--- src/rtl/core/assert_macros.svh ---
// assertion macros shared by the masked region statistics rtl
// no dependencies; included by the modules that carry assertions
`ifndef ASSERT_MACROS_SVH
`define ASSERT_MACROS_SVH

// antecedent and consequent in the same cycle
`define MRS_ASSERT_IMP(lbl, clk, rst_n, ante, cons) \
  lbl: assert property (@(posedge clk) disable iff (!rst_n) (ante) |-> (cons)) \
    else $error("assertion failed: same-cycle implication");

// consequent in the cycle after the antecedent
`define MRS_ASSERT_NXT(lbl, clk, rst_n, ante, cons) \
  lbl: assert property (@(posedge clk) disable iff (!rst_n) (ante) |=> (cons)) \
    else $error("assertion failed: next-cycle implication");

`endif

--- src/rtl/core/mrs_pkg.sv ---
// constants, types and helpers for the masked region statistics block
// no dependencies; used by every module of the block but mrs_ram
package mrs_pkg;

  // frame geometry and gray range
  localparam int MAX_WIDTH   = 4096;
  localparam int MAX_HEIGHT  = 4096;
  localparam int GRAY_LEVELS = 256;
  localparam int MAX_DIM     = (MAX_WIDTH > MAX_HEIGHT) ? MAX_WIDTH : MAX_HEIGHT;

  localparam int COL_W  = $clog2(MAX_WIDTH);
  localparam int ROW_W  = $clog2(MAX_HEIGHT);
  localparam int SIZE_W = $clog2(MAX_DIM) + 1;
  localparam int BIN_W  = $clog2(GRAY_LEVELS);

  // fixed field widths
  localparam int GRAY_W = 8;
  localparam int REG_W  = 13;
  localparam int AREA_W = 25;
  localparam int SUM_W  = 35;
  localparam int EDGE_W = 26;
  localparam int GSUM_W = 32;

  localparam int RES_W       = AREA_W + 2 * SUM_W + EDGE_W + GSUM_W + 3 * GRAY_W;
  localparam int OUT_TDATA_W = ((RES_W + 7) / 8) * 8;

  // configuration port
  localparam int CFG_AW = 3;
  localparam int CFG_DW = 32;
  localparam logic [REG_W-1:0] WIDTH_RST  = REG_W'(640);
  localparam logic [REG_W-1:0] HEIGHT_RST = REG_W'(480);

  typedef enum logic [0:0] {
    REG_IMAGE_WIDTH  = 1'b0,
    REG_IMAGE_HEIGHT = 1'b1
  } cfg_reg_t;

  // clamped frame size seen by the datapath
  typedef struct packed {
    logic [SIZE_W-1:0] width;
    logic [SIZE_W-1:0] height;
  } frame_size_t;

  // pixel held in the read-modify-write stage
  typedef struct packed {
    logic              valid;
    logic              frame_end;
    logic              mask;
    logic [GRAY_W-1:0] gray;
    logic [COL_W-1:0]  col;
    logic [ROW_W-1:0]  row;
  } stage_t;

  // one frame result, first field in the highest bits
  typedef struct packed {
    logic [GRAY_W-1:0] modal_gray;
    logic [GRAY_W-1:0] gray_max;
    logic [GRAY_W-1:0] gray_min;
    logic [GSUM_W-1:0] gray_total;
    logic [EDGE_W-1:0] edge_count;
    logic [SUM_W-1:0]  row_sum;
    logic [SUM_W-1:0]  column_sum;
    logic [AREA_W-1:0] area;
  } result_t;

  // histogram bin of a gray level, saturating at the last bin
  function automatic logic [BIN_W-1:0] gray_to_bin(input logic [GRAY_W-1:0] g);
    logic [BIN_W-1:0] b;
    if (32'(g) >= 32'(GRAY_LEVELS)) begin
      b = BIN_W'(GRAY_LEVELS - 1);
    end else begin
      b = BIN_W'(g);
    end
    return b;
  endfunction

endpackage

--- src/rtl/core/mrs_cfg.sv ---
// apb-style configuration registers for frame width and height, with clamping
// depends on mrs_pkg
module mrs_cfg (
  input  logic                          clk,
  input  logic                          rst_n,
  input  logic                          cfg_psel,
  input  logic                          cfg_penable,
  input  logic                          cfg_pwrite,
  input  logic [mrs_pkg::CFG_AW-1:0]    cfg_paddr,
  input  logic [mrs_pkg::CFG_DW-1:0]    cfg_pwdata,
  output logic [mrs_pkg::CFG_DW-1:0]    cfg_prdata,
  output logic                          cfg_pready,
  output mrs_pkg::frame_size_t          size
);

  logic [mrs_pkg::REG_W-1:0] width_r, width_nxt;
  logic [mrs_pkg::REG_W-1:0] height_r, height_nxt;
  logic                      wr;
  mrs_pkg::cfg_reg_t         sel;

  assign cfg_pready = 1'b1;
  assign wr  = cfg_psel && cfg_penable && cfg_pwrite && cfg_pready;
  assign sel = mrs_pkg::cfg_reg_t'(cfg_paddr[2]);

  // register write decode
  always_comb begin
    width_nxt  = width_r;
    height_nxt = height_r;
    if (wr) begin
      case (sel)
        mrs_pkg::REG_IMAGE_WIDTH:  width_nxt  = cfg_pwdata[mrs_pkg::REG_W-1:0];
        mrs_pkg::REG_IMAGE_HEIGHT: height_nxt = cfg_pwdata[mrs_pkg::REG_W-1:0];
        default: ;
      endcase
    end
  end

  always_ff @(posedge clk) begin
    if (!rst_n) begin
      width_r  <= mrs_pkg::WIDTH_RST;
      height_r <= mrs_pkg::HEIGHT_RST;
    end else begin
      width_r  <= width_nxt;
      height_r <= height_nxt;
    end
  end

  // read mux
  always_comb begin
    case (sel)
      mrs_pkg::REG_IMAGE_WIDTH:  cfg_prdata = mrs_pkg::CFG_DW'(width_r);
      mrs_pkg::REG_IMAGE_HEIGHT: cfg_prdata = mrs_pkg::CFG_DW'(height_r);
      default:                   cfg_prdata = '0;
    endcase
  end

  // zero acts as one, oversize acts as the maximum
  always_comb begin
    if (width_r == '0) begin
      size.width = mrs_pkg::SIZE_W'(1);
    end else if (32'(width_r) > 32'(mrs_pkg::MAX_WIDTH)) begin
      size.width = mrs_pkg::SIZE_W'(mrs_pkg::MAX_WIDTH);
    end else begin
      size.width = mrs_pkg::SIZE_W'(width_r);
    end
    if (height_r == '0) begin
      size.height = mrs_pkg::SIZE_W'(1);
    end else if (32'(height_r) > 32'(mrs_pkg::MAX_HEIGHT)) begin
      size.height = mrs_pkg::SIZE_W'(mrs_pkg::MAX_HEIGHT);
    end else begin
      size.height = mrs_pkg::SIZE_W'(height_r);
    end
  end

endmodule

--- config.mk ---
export PLATFORM = sky130hd
export DESIGN_NAME = mrs_cfg
export DESIGN_NICKNAME = d
export VERILOG_FILES = /design/src/rtl/core/assert_macros.svh /design/src/rtl/core/mrs_pkg.sv /design/src/rtl/core/mrs_cfg.sv
export SDC_FILE = /design/constraint.sdc
export NUM_CORES = 1
export LEC_CHECK = 0
export CORE_UTILIZATION = 40
export CTS_CLUSTER_SIZE = 40
export DETAILED_ROUTE_END_ITERATION = 6
export DONT_BUFFER_PORTS = 1
export PLACE_DENSITY_LB_ADDON = 0.15
export SYNTH_ARGS = -nofsm -noshare
export SYNTH_HDL_FRONTEND = slang
export SYNTH_SLANG_ARGS = --single-unit
export TNS_END_PERCENT = 20
--- constraint.sdc ---
create_clock -name clk -period 1.7 [get_ports clk]
set_clock_uncertainty 0.15 [all_clocks]
set_input_delay 0.255 -clock clk [delete_from_list [all_inputs] [get_ports clk]]
set_output_delay 0.255 -clock clk [all_outputs]
set_load 0.02 [all_outputs]
== Word level (Yosys, flattened, before mapping) ==
Cells that the tools add are included.

* Input port bits: 40
* Register bits after elaboration: 26
* Logic and storage cells: 16
* Output and inout port bits: 59

* Reduce and logical (&&, ||, !) cells: 6
* Multiplexer cells: 5
* Bitwise logic cells: 1
* Order comparisons: 2

{| class="wikitable"
|+ Operators with widths
! operator !! count
|-
| one-hot mux 32 bit (2 select lines) || 1
|-
| two-way mux 13 bit || 4
|-
| greater-than comparator 13 bit, second input constant || 2
|-
| zero test 13 bit || 2
|-
| AND reduction 2 bit || 2
|-
| logical AND 1 bit || 2
|-
| NOT 1 bit || 1
|}

== Depth between registers and ports, before layout ==
* Depth in word-level cells: 3
* Mapped depth: 5
* Mapped depth without buffers: 2

== Least setup slack after synthesis ==
OpenSTA, ideal clock, no wires.

* Path kind: input -> output
* Start point: input cfg_paddr[2] (netlist name)
* End point: output cfg_prdata[12] (netlist name)
* Required time: 1.295 ns
* Stages on the path: 3
* Path slack: 0.233 ns
* Path buffers: 2
* Arrival time: 1.062 ns
* Path through: buf_4 buf_2 o21ai_0

* Longest elaborated chain between the ends: 2

{| class="wikitable"
|+ RTL lines
! item !! RTL line !! text
|-
| start, declared || mrs_cfg.sv:9 || <nowiki>input logic [mrs_pkg::CFG_AW-1:0] cfg_paddr,</nowiki>
|-
| NOT 1 bit || n/a ||
|-
| one-hot mux 32 bit (2 select lines) (*) || mrs_cfg.sv:50 || <nowiki>case (sel)</nowiki>
|-
| end, declared || mrs_cfg.sv:11 || <nowiki>output logic [mrs_pkg::CFG_DW-1:0] cfg_prdata,</nowiki>
|}

Every way passes the cells marked *; elsewhere a longest branch is shown, timed or not. The select of a mux whose other input is x is not followed.

==> flow_summary.ini <==
[status]
run_status = completed

[floorplanning]
dieHeight_um = 64.8
die_width_um = 64.8
start_util = 0.425
number_of_placement_rows = 22
fp.coreArea_sq_mm = 0.00372
top_level_ports = 99
die_area_sq_mm = 0.00420

[yosys]
ys_seq_area_frac = 0.330
synth_area_leaders = sky130_fd_sc_hd__dfxtp_1 33%, sky130_fd_sc_hd__mux2i_1 16%, sky130_fd_sc_hd__nor2b_1 13%
synth.ff_latch_count = 26
synth.top_cell.area_share = 0.330
synth_cell_types = 18
synth.largest_area_cell = sky130_fd_sc_hd__dfxtp_1
syn_inst = 180
synth_top_flop_cell = sky130_fd_sc_hd__dfxtp_1
avgSynthCellArea_sq_um = 8.77
mappedNetlistArea_sq_mm = 0.00158
netlist_top_cells_count = 33 x sky130_fd_sc_hd__nand2_1, 33 x sky130_fd_sc_hd__nor2b_1, 26 x sky130_fd_sc_hd__dfxtp_1, 26 x sky130_fd_sc_hd__mux2i_1, 21 x sky130_fd_sc_hd__buf_4
synth_edf_count = 0
ys_warn_count = 0
synth-async-reset-ratio = 0

[global_route]
grt_max_degree = 23
grt_pass1_wl_um = 5850
grt_overall_usage = 0.185
first_global_vias = 1180
grt_antenna_before_repair = 0
globalRoute.totalOverflow = 0

[power_and_ir_drop]
power_frac_comb = 0.164
switching_part_of_the_total = 0.277
static-leakage-power_nw = 0.709
vdd_drop_max_mv = 0.363
power.share.clock = 0.293
seq_power_share = 0.543
cellInternalPower_uw = 848
power.density_cell_area_mw_per_mm2 = 689
total_switching_power_uw = 325

[clock_tree]
cts_setup_buffers = 0
clock_sinks = 26
worstSkewPairLatency_ns = 0.27
cts.path.max_buffers = 2
root_buffer_selected_by_cts = sky130_fd_sc_hd__clkbuf_8
h-tree-depth = 1
tritoncts.num_buffers = 3
path_clk_slew_ns = 0.08
cts_tree = done

[finish]
num_antenna_cells = 0
sequential_cell_area_sq_um = 523
multi_input_area_sq_um = 910
fillCellCount = 362
drive_gt1_frac = 0.147
final_design_utilization = 0.458
area_growth_pct = 7.85
num-nets-final = 226

[sta]
timing.setup.tns_ns = 0
maxClockFrequency_mhz = 600
grt_setup_unrepaired = no
slew-limit-headroom = 0.416
post-route-min-period_ns = 1.67
final-setup-viol-count = 0
period_share = 0.980
slew_violations = 0
worst_pin_slew_ns = 0.876
hold_violations = 0

[detailed_routing]
via_count = 1182
met2RoutedLength_um = 1770
first_iter_violations = 68
route.met3.wl_um = 226
post_drt_wl_per_cell_um = 16.1
drt_wl_total_um = 3730
dr.pass1.iters = 4
top_signal_layer_used = met4
m1WireLength_um = 1700
via_per_inst = 5.09
antenna_left = 0
number_of_drc_violations_after_detailed_routing = 0

[worst_setup_path]
critPathArrivalTime_ns = 1.26
cp_max_fo = 4
startpoint_type = flop
cp-end-kind = output port
worstPathRequired_ns = 1.29
worstSetupPathType = flop to output port

[hold_path]
min_path_type = input port to flop

[place]
detailed_place_hpwl_um = 2600
finalWeightedCongestion = 0.738
numPortBuffers = 0

[flow_run]
drv_cap = 0
[metrics by stage]
| stage | hold WS [ns] | cells | total power, mW | setup WS, ns | area [sq um] |
|---|---|---|---|---|---|
| floorplan | 0.247 | 198 | 0.847 | 0.233 | 1650 |
| global placement | 0.254 | 217 | 0.809 | 0.179 | 1510 |
| detailed placement | 0.257 | 217 | 0.811 | 0.188 | 1510 |
| CTS | 0.00130 | 232 | 1.18 | 0.000160 | 1690 |
| global route | 0.00456 | 232 | 1.22 | 0.0110 | 1700 |
| finish | 0.00231 | 232 | 1.17 | 0.0340 | 1700 |
[cell type report]
class                      instances  area share
multi-input combinational        136       0.535
sequential                        26       0.307
timing repair buffer              17      0.0941
tap                               48      0.0353
clock buffer                       3      0.0243
inverter                           2     0.00441
[path summary, 6_finish.rpt]
check             slack [ns]            to     startpoint  depth (start not counted)
setup / recovery        0.03      size[13]     width_r[5]                          2
hold / removal         0.002    width_r[9]  cfg_pwdata[9]                          2
setup reg to reg        0.67  height_r[12]   height_r[12]                          3
hold reg to reg         0.33    width_r[5]     width_r[5]                          2
[per-layer routing]
metal,vias to the layer above,global-route usage
met3,5,0.0352
met4,0,0.0583
li1,561,-
met1,566,0.231
met2,50,0.316
met5,-,0
[registers in the layout, indices dropped and copies added (netlist names)]
| signal | cells |
|---|---|
| width_r | 13 |
| height_r | 13 |
[cells by family after synthesis]
kind of cell / count (synthesis) / share of synthesized area
and+or+nand+nor: 75 / 0.249
muxes: 38 / 0.251
buffers and inverters: 36 / 0.150
DFF: 26 / 0.330
AOI/OAI and AO/OA: 3 / 0.0159
other: 2 / 0.00476
[critical path, stage by stage, from the launching register on]
cell	delay, ns
sky130_fd_sc_hd__dfxtp_2	0.34
sky130_fd_sc_hd__nor4_2	0.34
sky130_fd_sc_hd__a32o_2	0.31
[what timing repair did]
| item | in CTS | in global routing |
|---|---|---|
| hold endpoints to repair | 20 | 0 |
| setup endpoints to repair | 2 | 2 |
| pin swaps | 1 | 2 |
| hold buffers | 12 | 0 |
| resized for setup | 4 | 4 |
[power groups by stage]
stage	Sequential [mW]	Combinational, mW	Clock (mW)
2_1_floorplan	0.645	0.202	0
3_3_place_gp	0.650	0.158	0
3_5_place_dp	0.651	0.161	0
4_1_cts	0.637	0.192	0.356
5_1_grt	0.640	0.205	0.378
6_report	0.637	0.192	0.343
[cell usage in the layout, fill, tap and decap left out, drive strengths merged]
cell,Yosys,layout
and4,1,1
o21ai,1,1
nor4,6,6
nor2b,33,33
and4b,1,1
mux2,12,12
a32o,2,2
nand4,1,1
clkbuf,8,3
dfxtp,26,26
nand2,33,33
conb,2,20
mux2i,26,26
dlygate4sd3,0,11
buf,26,5
dlymetal6s4s,0,1
inv,2,2
Note: power is estimated with default switching activity, not from simulation.
